### config.mk
export PLATFORM = sky130hd
export DESIGN_NAME = motor_command_serial_tx_flat
export DESIGN_NICKNAME = d
export VERILOG_FILES = /design/src/rtl/mcst_pkg.sv /design/src/rtl/mcst_if.sv /design/src/rtl/mcst_cmd_enc.sv /design/src/rtl/motor_command_serial_tx.sv /design/src/flat_wrapper.sv
export SDC_FILE = /design/constraint.sdc
export NUM_CORES = 1
export LEC_CHECK = 0
export BUFFER_PORTS_ARGS = -buffer_cell sky130_fd_sc_hd__buf_4
export CORE_MARGIN = 4
export CORE_UTILIZATION = 45
export CTS_BUF_LIST = sky130_fd_sc_hd__clkbuf_16
export DETAILED_ROUTE_END_ITERATION = 6
export HOLD_SLACK_MARGIN = 0.08
export PLACE_DENSITY = 0.72
export REMOVE_ABC_BUFFERS = 1
export SLEW_MARGIN = 15
export SYNTH_ARGS = -nofsm -noshare
export SYNTH_HDL_FRONTEND = slang
export SYNTH_SLANG_ARGS = --single-unit
### constraint.sdc
create_clock -name i_clk -period 8.19 [get_ports i_clk]
set_clock_uncertainty 0.2 [all_clocks]
set_input_delay 1.638 -clock i_clk [delete_from_list [all_inputs] [get_ports i_clk]]
set_output_delay 1.638 -clock i_clk [all_outputs]
set_load 0.02 [all_outputs]
### src/rtl/mcst_pkg.sv
`timescale 1ns / 1ps
`default_nettype none

package mcst_pkg;

    // Default frame format
    localparam int DATA_BITS_DEF   = 8;
    localparam int STOP_BITS_DEF   = 2;
    localparam int FRAME_BYTES_DEF = 4;

    // Bytes actually built per command; later bytes of a longer frame are zero
    localparam int BUILT_BYTES = 4;

    // Register indexes on the config port
    localparam logic [7:0] CFG_START_BYTE   = 8'd0;
    localparam logic [7:0] CFG_DEVICE_BYTE  = 8'd1;
    localparam logic [7:0] CFG_MOTOR_A_CODE = 8'd2;
    localparam logic [7:0] CFG_MOTOR_B_CODE = 8'd3;
    localparam logic [7:0] CFG_FORWARD_CODE = 8'd4;
    localparam logic [7:0] CFG_REVERSE_CODE = 8'd5;
    localparam logic [7:0] CFG_SPEED_MAX    = 8'd6;
    localparam logic [7:0] CFG_BIT_TICKS    = 8'd7;

    // Motor select codes
    localparam logic [1:0] SEL_MOTOR_A = 2'd0;
    localparam logic [1:0] SEL_MOTOR_B = 2'd1;

    // Action codes
    localparam logic ACT_COMMAND = 1'b0;
    localparam logic ACT_TICK    = 1'b1;

    // Speed path: clamp, then x/100 as (x * 5243) >> 19, exact for x < 2^15
    localparam logic [6:0]  SPEED_CLAMP = 7'd100;
    localparam int          RECIP_W     = 13;
    localparam logic [RECIP_W-1:0] RECIP_100 = 13'd5243;
    localparam int          RECIP_SHIFT = 19;
    localparam int          COEF_W      = 21;
    localparam logic [7:0]  SPEED_MASK  = 8'h7F;

    // Reset values of the registers
    localparam logic [7:0] RST_START_BYTE   = 8'd128;
    localparam logic [7:0] RST_DEVICE_BYTE  = 8'd0;
    localparam logic [7:0] RST_MOTOR_A_CODE = 8'd2;
    localparam logic [7:0] RST_MOTOR_B_CODE = 8'd6;
    localparam logic [7:0] RST_FORWARD_CODE = 8'd0;
    localparam logic [7:0] RST_REVERSE_CODE = 8'd1;
    localparam logic [7:0] RST_SPEED_MAX    = 8'd127;
    localparam logic [7:0] RST_BIT_TICKS    = 8'd10;

    typedef logic [7:0] t_byte;
    typedef t_byte t_frame [BUILT_BYTES];

    // Configuration as seen by the command encoder
    typedef struct packed {
        t_byte               start_byte;
        t_byte               device_byte;
        t_byte               motor_a_code;
        t_byte               motor_b_code;
        t_byte               forward_code;
        t_byte               reverse_code;
        logic [COEF_W-1:0]   speed_coef;   // speed_max * RECIP_100
    } t_cfg;

    function automatic logic [COEF_W-1:0] speed_coef_of(input t_byte speed_max);
        return COEF_W'(speed_max) * COEF_W'(RECIP_100);
    endfunction

endpackage

`default_nettype wire

### src/rtl/mcst_if.sv
`timescale 1ns / 1ps
`default_nettype none

// Command / tick input channel
interface mcst_cmd_if;
    logic        valid;
    logic        ready;
    logic        action;
    logic [1:0]  motor_select;
    logic signed [15:0] signed_speed;

    modport source (output valid, output action, output motor_select,
                    output signed_speed, input ready);
    modport sink   (input valid, input action, input motor_select,
                    input signed_speed, output ready);
endinterface

// Result channel
interface mcst_res_if;
    logic valid;
    logic ready;
    logic line_level;
    logic busy_res;
    logic command_rejected;

    modport source (output valid, output line_level, output busy_res,
                    output command_rejected, input ready);
    modport sink   (input valid, input line_level, input busy_res,
                    input command_rejected, output ready);
endinterface

// Register write channel
interface mcst_cfg_if;
    logic       valid;
    logic       ready;
    logic [7:0] index;
    logic [7:0] data;

    modport source (output valid, output index, output data, input ready);
    modport sink   (input valid, input index, input data, output ready);
endinterface

`default_nettype wire

### src/rtl/mcst_cmd_enc.sv
`timescale 1ns / 1ps
`default_nettype none

// Builds the command frame: start, device, motor|direction, scaled speed
module mcst_cmd_enc
    import mcst_pkg::*;
(
    input  t_cfg               i_cfg,
    input  logic [1:0]         i_motor_select,
    input  logic signed [15:0] i_signed_speed,
    output t_frame             o_frame
);

    logic                      neg;
    logic [15:0]               mag_full;
    logic [6:0]                mag;
    logic [COEF_W+6:0]         prod;
    t_byte                     spd;
    t_byte                     motor_code;
    t_byte                     dir_code;

    // Magnitude, clamped to full scale
    assign neg      = i_signed_speed[15];
    assign mag_full = neg ? (16'd0 - 16'(i_signed_speed)) : 16'(i_signed_speed);
    assign mag      = (mag_full > 16'(SPEED_CLAMP)) ? SPEED_CLAMP : mag_full[6:0];

    // mag * speed_max / 100 via precomputed reciprocal coefficient
    assign prod = (COEF_W+7)'(mag) * (COEF_W+7)'(i_cfg.speed_coef);
    assign spd  = prod[RECIP_SHIFT +: 8];

    assign motor_code = (i_motor_select == SEL_MOTOR_A) ? i_cfg.motor_a_code
                                                        : i_cfg.motor_b_code;
    assign dir_code   = neg ? i_cfg.reverse_code : i_cfg.forward_code;

    always_comb begin
        o_frame[0] = i_cfg.start_byte;
        o_frame[1] = i_cfg.device_byte;
        o_frame[2] = motor_code | dir_code;
        o_frame[3] = spd & SPEED_MASK;
    end

endmodule

`default_nettype wire

### src/rtl/motor_command_serial_tx.sv
`timescale 1ns / 1ps
`default_nettype none

// Each accepted command or tick yields one registered result transaction.
// Throughput: one item per cycle unless o_res stalls; a result frees as it is taken.
// Line timing: each serial bit lasts bit_ticks tick items (0 behaves as 1).
// Reset (synchronous, active low): registers to defaults, line idle high, not busy,
// no result pending.
module motor_command_serial_tx
    import mcst_pkg::*;
#(
    parameter int DATA_BITS   = DATA_BITS_DEF,
    parameter int STOP_BITS   = STOP_BITS_DEF,
    parameter int FRAME_BYTES = FRAME_BYTES_DEF
) (
    input  wire logic  i_clk,
    input  wire logic  i_rst_n,
    mcst_cmd_if.sink   i_cmd,
    mcst_res_if.source o_res,
    mcst_cfg_if.sink   i_cfg
);

    localparam int SLOT_COUNT = 1 + DATA_BITS + STOP_BITS;
    localparam int BIT_IDX_W  = $clog2(SLOT_COUNT);
    localparam int BYTE_IDX_W = (FRAME_BYTES > 1) ? $clog2(FRAME_BYTES) : 1;

    // Configuration registers
    t_cfg  r_cfg;
    t_byte r_bit_ticks;

    // Transmit state
    t_frame                r_frame,    n_frame;
    logic [BYTE_IDX_W-1:0] r_byte_idx, n_byte_idx;
    logic [BIT_IDX_W-1:0]  r_bit_idx,  n_bit_idx;
    t_byte                 r_tick_cnt, n_tick_cnt;
    logic                  r_sending,  n_sending;

    // Result register
    logic r_out_valid;
    logic r_line, n_line;
    logic r_busy;
    logic r_rej,  n_rej;

    t_frame                enc_frame;
    logic                  accept;
    t_byte                 period;
    t_byte                 tick_inc;
    logic [BIT_IDX_W-1:0]  data_pos;
    logic [1:0]            byte_sel;

    assign i_cfg.ready = 1'b1;
    assign i_cmd.ready = !r_out_valid || o_res.ready;
    assign accept      = i_cmd.valid && i_cmd.ready;
    assign period      = (r_bit_ticks == 8'd0) ? 8'd1 : r_bit_ticks;
    assign tick_inc    = r_tick_cnt + 8'd1;

    // Register writes
    always_ff @(posedge i_clk) begin
        if (!i_rst_n) begin
            r_cfg.start_byte   <= RST_START_BYTE;
            r_cfg.device_byte  <= RST_DEVICE_BYTE;
            r_cfg.motor_a_code <= RST_MOTOR_A_CODE;
            r_cfg.motor_b_code <= RST_MOTOR_B_CODE;
            r_cfg.forward_code <= RST_FORWARD_CODE;
            r_cfg.reverse_code <= RST_REVERSE_CODE;
            r_cfg.speed_coef   <= speed_coef_of(RST_SPEED_MAX);
            r_bit_ticks        <= RST_BIT_TICKS;
        end else if (i_cfg.valid && i_cfg.ready) begin
            case (i_cfg.index)
                CFG_START_BYTE:   r_cfg.start_byte   <= i_cfg.data;
                CFG_DEVICE_BYTE:  r_cfg.device_byte  <= i_cfg.data;
                CFG_MOTOR_A_CODE: r_cfg.motor_a_code <= i_cfg.data;
                CFG_MOTOR_B_CODE: r_cfg.motor_b_code <= i_cfg.data;
                CFG_FORWARD_CODE: r_cfg.forward_code <= i_cfg.data;
                CFG_REVERSE_CODE: r_cfg.reverse_code <= i_cfg.data;
                CFG_SPEED_MAX:    r_cfg.speed_coef   <= speed_coef_of(i_cfg.data);
                CFG_BIT_TICKS:    r_bit_ticks        <= i_cfg.data;
                default: ;
            endcase
        end
    end

    mcst_cmd_enc u_enc (
        .i_cfg          (r_cfg),
        .i_motor_select (i_cmd.motor_select),
        .i_signed_speed (i_cmd.signed_speed),
        .o_frame        (enc_frame)
    );

    // Next transmit state for the accepted item
    always_comb begin
        n_frame    = r_frame;
        n_byte_idx = r_byte_idx;
        n_bit_idx  = r_bit_idx;
        n_tick_cnt = r_tick_cnt;
        n_sending  = r_sending;
        n_rej      = 1'b0;
        if (i_cmd.action == ACT_COMMAND) begin
            if (r_sending) begin
                n_rej = 1'b1;
            end else if (i_cmd.motor_select == SEL_MOTOR_A ||
                         i_cmd.motor_select == SEL_MOTOR_B) begin
                n_frame    = enc_frame;
                n_byte_idx = '0;
                n_bit_idx  = '0;
                n_tick_cnt = '0;
                n_sending  = 1'b1;
            end
        end else if (r_sending) begin
            n_tick_cnt = tick_inc;
            if (tick_inc >= period) begin
                n_tick_cnt = '0;
                if (r_bit_idx == BIT_IDX_W'(SLOT_COUNT - 1)) begin
                    n_bit_idx = '0;
                    if (r_byte_idx == BYTE_IDX_W'(FRAME_BYTES - 1)) begin
                        n_byte_idx = '0;
                        n_sending  = 1'b0;
                    end else begin
                        n_byte_idx = r_byte_idx + 1'b1;
                    end
                end else begin
                    n_bit_idx = r_bit_idx + 1'b1;
                end
            end
        end
    end

    // Line level for the next state: start bit, data LSB first, stop bits
    assign data_pos = n_bit_idx - 1'b1;
    assign byte_sel = 2'(n_byte_idx);

    always_comb begin
        n_line = 1'b1;
        if (n_sending) begin
            if (n_bit_idx == '0) begin
                n_line = 1'b0;
            end else if (int'(n_bit_idx) <= DATA_BITS) begin
                if (int'(data_pos) < 8 && int'(n_byte_idx) < BUILT_BYTES) begin
                    n_line = n_frame[byte_sel][3'(data_pos)];
                end else begin
                    n_line = 1'b0;
                end
            end
        end
    end

    // State and control registers
    always_ff @(posedge i_clk) begin
        if (!i_rst_n) begin
            r_byte_idx  <= '0;
            r_bit_idx   <= '0;
            r_tick_cnt  <= '0;
            r_sending   <= 1'b0;
            r_out_valid <= 1'b0;
            r_line      <= 1'b1;
            r_busy      <= 1'b0;
            r_rej       <= 1'b0;
        end else begin
            if (accept) begin
                r_byte_idx  <= n_byte_idx;
                r_bit_idx   <= n_bit_idx;
                r_tick_cnt  <= n_tick_cnt;
                r_sending   <= n_sending;
                r_out_valid <= 1'b1;
                r_line      <= n_line;
                r_busy      <= n_sending;
                r_rej       <= n_rej;
            end else if (o_res.ready) begin
                r_out_valid <= 1'b0;
            end
        end
    end

    // Frame bytes are payload only
    always_ff @(posedge i_clk) begin
        if (accept) begin
            r_frame <= n_frame;
        end
    end

    assign o_res.valid            = r_out_valid;
    assign o_res.line_level       = r_line;
    assign o_res.busy_res         = r_busy;
    assign o_res.command_rejected = r_rej;

    // Checks
    a_reject_while_busy: assert property (@(posedge i_clk) disable iff (!i_rst_n)
        (accept && i_cmd.action == ACT_COMMAND && r_sending) |=> (r_rej && r_busy))
        else $error("command during a frame not flagged as rejected");

    a_idle_line_high: assert property (@(posedge i_clk) disable iff (!i_rst_n)
        (r_out_valid && !r_busy) |-> r_line)
        else $error("line not high while idle");

    a_tick_idle_zero: assert property (@(posedge i_clk) disable iff (!i_rst_n)
        !r_sending |-> (r_tick_cnt == '0))
        else $error("tick counter not cleared while idle");

    a_byte_idx_range: assert property (@(posedge i_clk) disable iff (!i_rst_n)
        int'(r_byte_idx) < FRAME_BYTES)
        else $error("byte index beyond frame");

    a_busy_tracks_state: assert property (@(posedge i_clk) disable iff (!i_rst_n)
        r_out_valid |-> (r_busy == r_sending))
        else $error("busy result differs from transmit state");

endmodule

`default_nettype wire
### src/flat_wrapper.sv
// flat-port wrapper written by rule: the top's interface ports become plain ports
module motor_command_serial_tx_flat import mcst_pkg::*;
#(
    parameter int DATA_BITS   = DATA_BITS_DEF,
    parameter int STOP_BITS   = STOP_BITS_DEF,
    parameter int FRAME_BYTES = FRAME_BYTES_DEF
)
  (i_clk, i_rst_n, i_cmd_valid, i_cmd_action, i_cmd_motor_select, i_cmd_signed_speed, i_cmd_ready, o_res_valid, o_res_line_level, o_res_busy_res, o_res_command_rejected, o_res_ready, i_cfg_valid, i_cfg_index, i_cfg_data, i_cfg_ready);
  mcst_cmd_if i_cmd_i ();
  mcst_res_if o_res_i ();
  mcst_cfg_if i_cfg_i ();
  input  wire logic i_clk;
  input  wire logic i_rst_n;
  input wire logic [$bits(i_cmd_i.valid)-1:0] i_cmd_valid;
  input wire logic [$bits(i_cmd_i.action)-1:0] i_cmd_action;
  input wire logic [$bits(i_cmd_i.motor_select)-1:0] i_cmd_motor_select;
  input wire logic [$bits(i_cmd_i.signed_speed)-1:0] i_cmd_signed_speed;
  output wire logic [$bits(i_cmd_i.ready)-1:0] i_cmd_ready;
  output wire logic [$bits(o_res_i.valid)-1:0] o_res_valid;
  output wire logic [$bits(o_res_i.line_level)-1:0] o_res_line_level;
  output wire logic [$bits(o_res_i.busy_res)-1:0] o_res_busy_res;
  output wire logic [$bits(o_res_i.command_rejected)-1:0] o_res_command_rejected;
  input wire logic [$bits(o_res_i.ready)-1:0] o_res_ready;
  input wire logic [$bits(i_cfg_i.valid)-1:0] i_cfg_valid;
  input wire logic [$bits(i_cfg_i.index)-1:0] i_cfg_index;
  input wire logic [$bits(i_cfg_i.data)-1:0] i_cfg_data;
  output wire logic [$bits(i_cfg_i.ready)-1:0] i_cfg_ready;
  assign i_cmd_i.valid = i_cmd_valid;
  assign i_cmd_i.action = i_cmd_action;
  assign i_cmd_i.motor_select = i_cmd_motor_select;
  assign i_cmd_i.signed_speed = i_cmd_signed_speed;
  assign i_cmd_ready = i_cmd_i.ready;
  assign o_res_valid = o_res_i.valid;
  assign o_res_line_level = o_res_i.line_level;
  assign o_res_busy_res = o_res_i.busy_res;
  assign o_res_command_rejected = o_res_i.command_rejected;
  assign o_res_i.ready = o_res_ready;
  assign i_cfg_i.valid = i_cfg_valid;
  assign i_cfg_i.index = i_cfg_index;
  assign i_cfg_i.data = i_cfg_data;
  assign i_cfg_ready = i_cfg_i.ready;
  motor_command_serial_tx #(.DATA_BITS(DATA_BITS), .STOP_BITS(STOP_BITS), .FRAME_BYTES(FRAME_BYTES)) u_core (.i_clk(i_clk), .i_rst_n(i_rst_n), .i_cmd(i_cmd_i), .o_res(o_res_i), .i_cfg(i_cfg_i));
endmodule
==> flow_summary.toml <==
[global_routing]
grt_pass1_vias = 9812
grt_util_all_layers_pct = 19.79
antenna_found_initial = 0
grt_max_degree = 78
grt-ovfl-total = 0
grt_pass1_wl_mm = 47.85

[worst_setup_path]
r2r_start = "u_core.r_cfg[5]$_SDFFE_PN0P_"
cpMostUsedCell = "fa_1"
cp-endpoint = "u_core.r_frame[6]$_DFFE_PP_"
crit_type = "in -> reg"
max_stage_delay_ns = 0.53
r2r.worst_path.cells = 19
reg2reg_slack_ns = 2.93
endpoint_kind = "flip-flop"
start_kind = "primary input"
arrival_ns = 8.06
cp_num_buf_inv = 5
slowest_stage = "fa_1"
worst-path-stages = 30
crit_fanout = 5
cp-startpoint = "i_cmd_signed_speed[1]"
cp_top_family = "adder cells"
worstReg2RegEnd = "u_core.o_res.line_level$_SDFFE_PN1P_"
required_ns = 8.13

[die]
die_w_um = 172.5
ioPinCount = 46
die_y_um = 172.5
coreArea_sq_mm = 0.02635
rows = 59
die_area_sq_mm = 0.02974
initial_core_util_pct = 46.18

[timing]
max-slew-margin-rel_pct = 29.20
slew_viol_final = 0
worst_pin_slew_ns = 1.062
final-setup-viol-count = 0
holdWs_ns = 0.2771
fin_tns_setup_ns = 0
setup_ws_ns = 0.06430
fin_crit_sh_pct = 99.21
final.min_clock_period_ns = 8.126
rsz0062_at_grt = "yes"
fmax_ghz = 0.1231
hold_viol_final = 0

[synth]
synthCells = 1385
ys_types = 72
synth_area_leader_cell = "fa_1"
synth_area_per_cell_sq_um = 8.787
async_flop_share_pct = 0
synth_edf_count = 32
syn_area_sq_mm = 0.01217
synth_ff_type = "dfxtp_1"
yosysWarnings = 0
seq_area_frac_synth_pct = 23.52
ys_top_cells_by_area = "fa_1 19%, dfxtp_1 16%, ha_1 11%, edfxtp_1 7.9%, mux2i_1 5.4%"
synth-seq-cells = 127
yosysTopAreaCellShare_pct = 19.08
synth_commonest_cells = "162 x inv_1, 162 x nand2_1, 136 x nor2_1, 116 x fa_1, 108 x ha_1"

[cells_and_area]
area_delta_synth_final_pct = 17.08
antenna_cells = 0
final_nets = 1738
drive_gt1_share_pct = 16.88
stdcell_count = 1822

[place]
place.gp.congestion = 0.8935
dp_hpwl_mm = 21.77
placed_cells = 1783
place_ws_ns = -0.6596
port_buffers = 44

[power]
powerDensity_mw_per_mm2 = 148.8
sw_frac_of_total_pct = 33.96
intPower_uw = 1400
p_total_uw = 2121
p_leak_uw = 0.006678
clkPwrFrac_pct = 34.9
peakVddDrop_v = 0.0001505
p_seq_share_pct = 31.8
comb_power_share_pct = 33.4
switching_power_uw = 720.0

[clock_tree]
clock_latency_ns = 0.42
hold_buffers = 0
cts_buffer_depth = 2
cts_tree = "built"
clockRootBuffer = "clkbuf_16"
cts-buffers-inserted = 17
htree_levels = 4
cts_sinks = 127
clk_pin_slew_ns = 0.06

[detailed_routing]
wl_per_cell_um = 16.06
drtIter0Drc = 591
drc = 0
via_per_inst = 5.434
postRouteWirelength_mm = 29.26
ant_nets = 0
dr_total_vias = 9901
first_pass_iters = 5

[job]
drv_cap = 0

[outcome]
status = "complete, no violations"

[min_path]
hp-class = "reg -> reg"
-- cell type report --
class | instances | area (sq um)
clock buffers | 17 | 425.4
clock inverters | 15 | 151.4
fillers | 2303 | 12110
inverters | 163 | 616.8
multi-input cells | 1036 | 8781
flip-flops and latches | 127 | 2863
well taps | 335 | 419.2
repair buffers | 129 | 992.2
-- through the flow --
stage | utilization, % | area [sq um]
global route | 54.07 | 14250
finish | 54.07 | 14250
detailed placement | 50.36 | 13270
floorplan | - | 11920
CTS | 52.75 | 13900
global placement | 50.36 | 13270
-- worst reg2reg max path: cells and delay by family, from the launching register on --
kind	cells	cell delay, ns
AO/OA/AOI/OAI	3	0.50
adder cells (fa/ha/maj)	5	2.27
buffers and inverters	2	0.09
flip-flops	1	0.54
AND/OR/NAND/NOR	9	1.59
-- flip-flops by register name (all words and copies together) (netlist names) --
register / flops
u_core.o_res.command_rejected: 1
u_core.o_res.line_level: 1
u_core.o_res.valid: 1
u_core.r_bit_idx: 4
u_core.r_bit_ticks: 8
u_core.r_byte_idx: 2
u_core.r_cfg: 69
u_core.r_frame: 32
u_core.r_sending: 1
u_core.r_tick_cnt: 8
-- repair_timing --
item	in CTS	in global routing
resized for setup	10	74
cloned	0	2
setup endpoints to repair	4	8
pin swaps	2	72
setup buffers	2	4
hold endpoints to repair	0	0
-- cells in the final DEF, fill, tap and decap left out, types with 10 or more instances in the layout --
master	instances
a21o_1	18
a21oi_1	67
a31oi_1	14
and2_1	77
buf_4	122
clkbuf_16	17
dfxtp_1	95
edfxtp_1	32
fa_1	113
ha_1	95
ha_4	12
inv_1	148
inv_2	13
mux2i_1	66
nand2_1	161
nand3_1	22
nor2_1	133
nor2b_1	15
o211ai_1	10
o21ai_0	24
xnor2_1	22
xor2_1	15
-- kinds of logic after synthesis --
logic type	Yosys count	share of synthesized area (%)
simple gates	502	19.89
compound gates	198	10.48
other cells	1	0.03081
buf+inv	223	7.063
mux	73	6.168
xor+xnor	37	2.663
fa+ha+maj	224	30.18
flops	127	23.52
-- power by group through the flow --
stage                     Combinational, uW  Clock, uW  Sequential, uW
final                                   707        739             674
after global placement                  658          0             687
after floorplan                         485          0             686
after CTS                               683        743             674
after detailed placement                674          0             688
after global routing                    794        777             676
-- how the worst min path moves through the flow --
stage	start	to	slack (ns)	cells after the start
2_1_floorplan	u_core.r_cfg[38]$_SDFFE_PN1P_	u_core.r_cfg[38]$_SDFFE_PN1P_	0.24	2
3_3_place_gp	u_core.r_cfg[46]$_SDFFE_PN1P_	u_core.r_cfg[46]$_SDFFE_PN1P_	0.25	2
3_5_place_dp	u_core.r_cfg[46]$_SDFFE_PN1P_	u_core.r_cfg[46]$_SDFFE_PN1P_	0.26	2
4_1_cts	u_core.r_cfg[46]$_SDFFE_PN1P_	u_core.r_cfg[46]$_SDFFE_PN1P_	0.28	2
5_1_grt	u_core.r_bit_ticks[1]$_SDFFE_PN1P_	u_core.r_bit_ticks[1]$_SDFFE_PN1P_	0.31	2
6_report	u_core.r_cfg[68]$_SDFFE_PN1P_	u_core.r_cfg[68]$_SDFFE_PN1P_	0.28	2
-- per-layer routing --
metal  routed length (um)  up-vias  GRT usage, %
met3                 1551       35         2.606
met2                13840      241         32.40
li1                     -     4776             -
met1                13480     4849         28.09
met5                    0        -             0
met4                  393        0         4.477
Power figures use the tool's default switching activity.
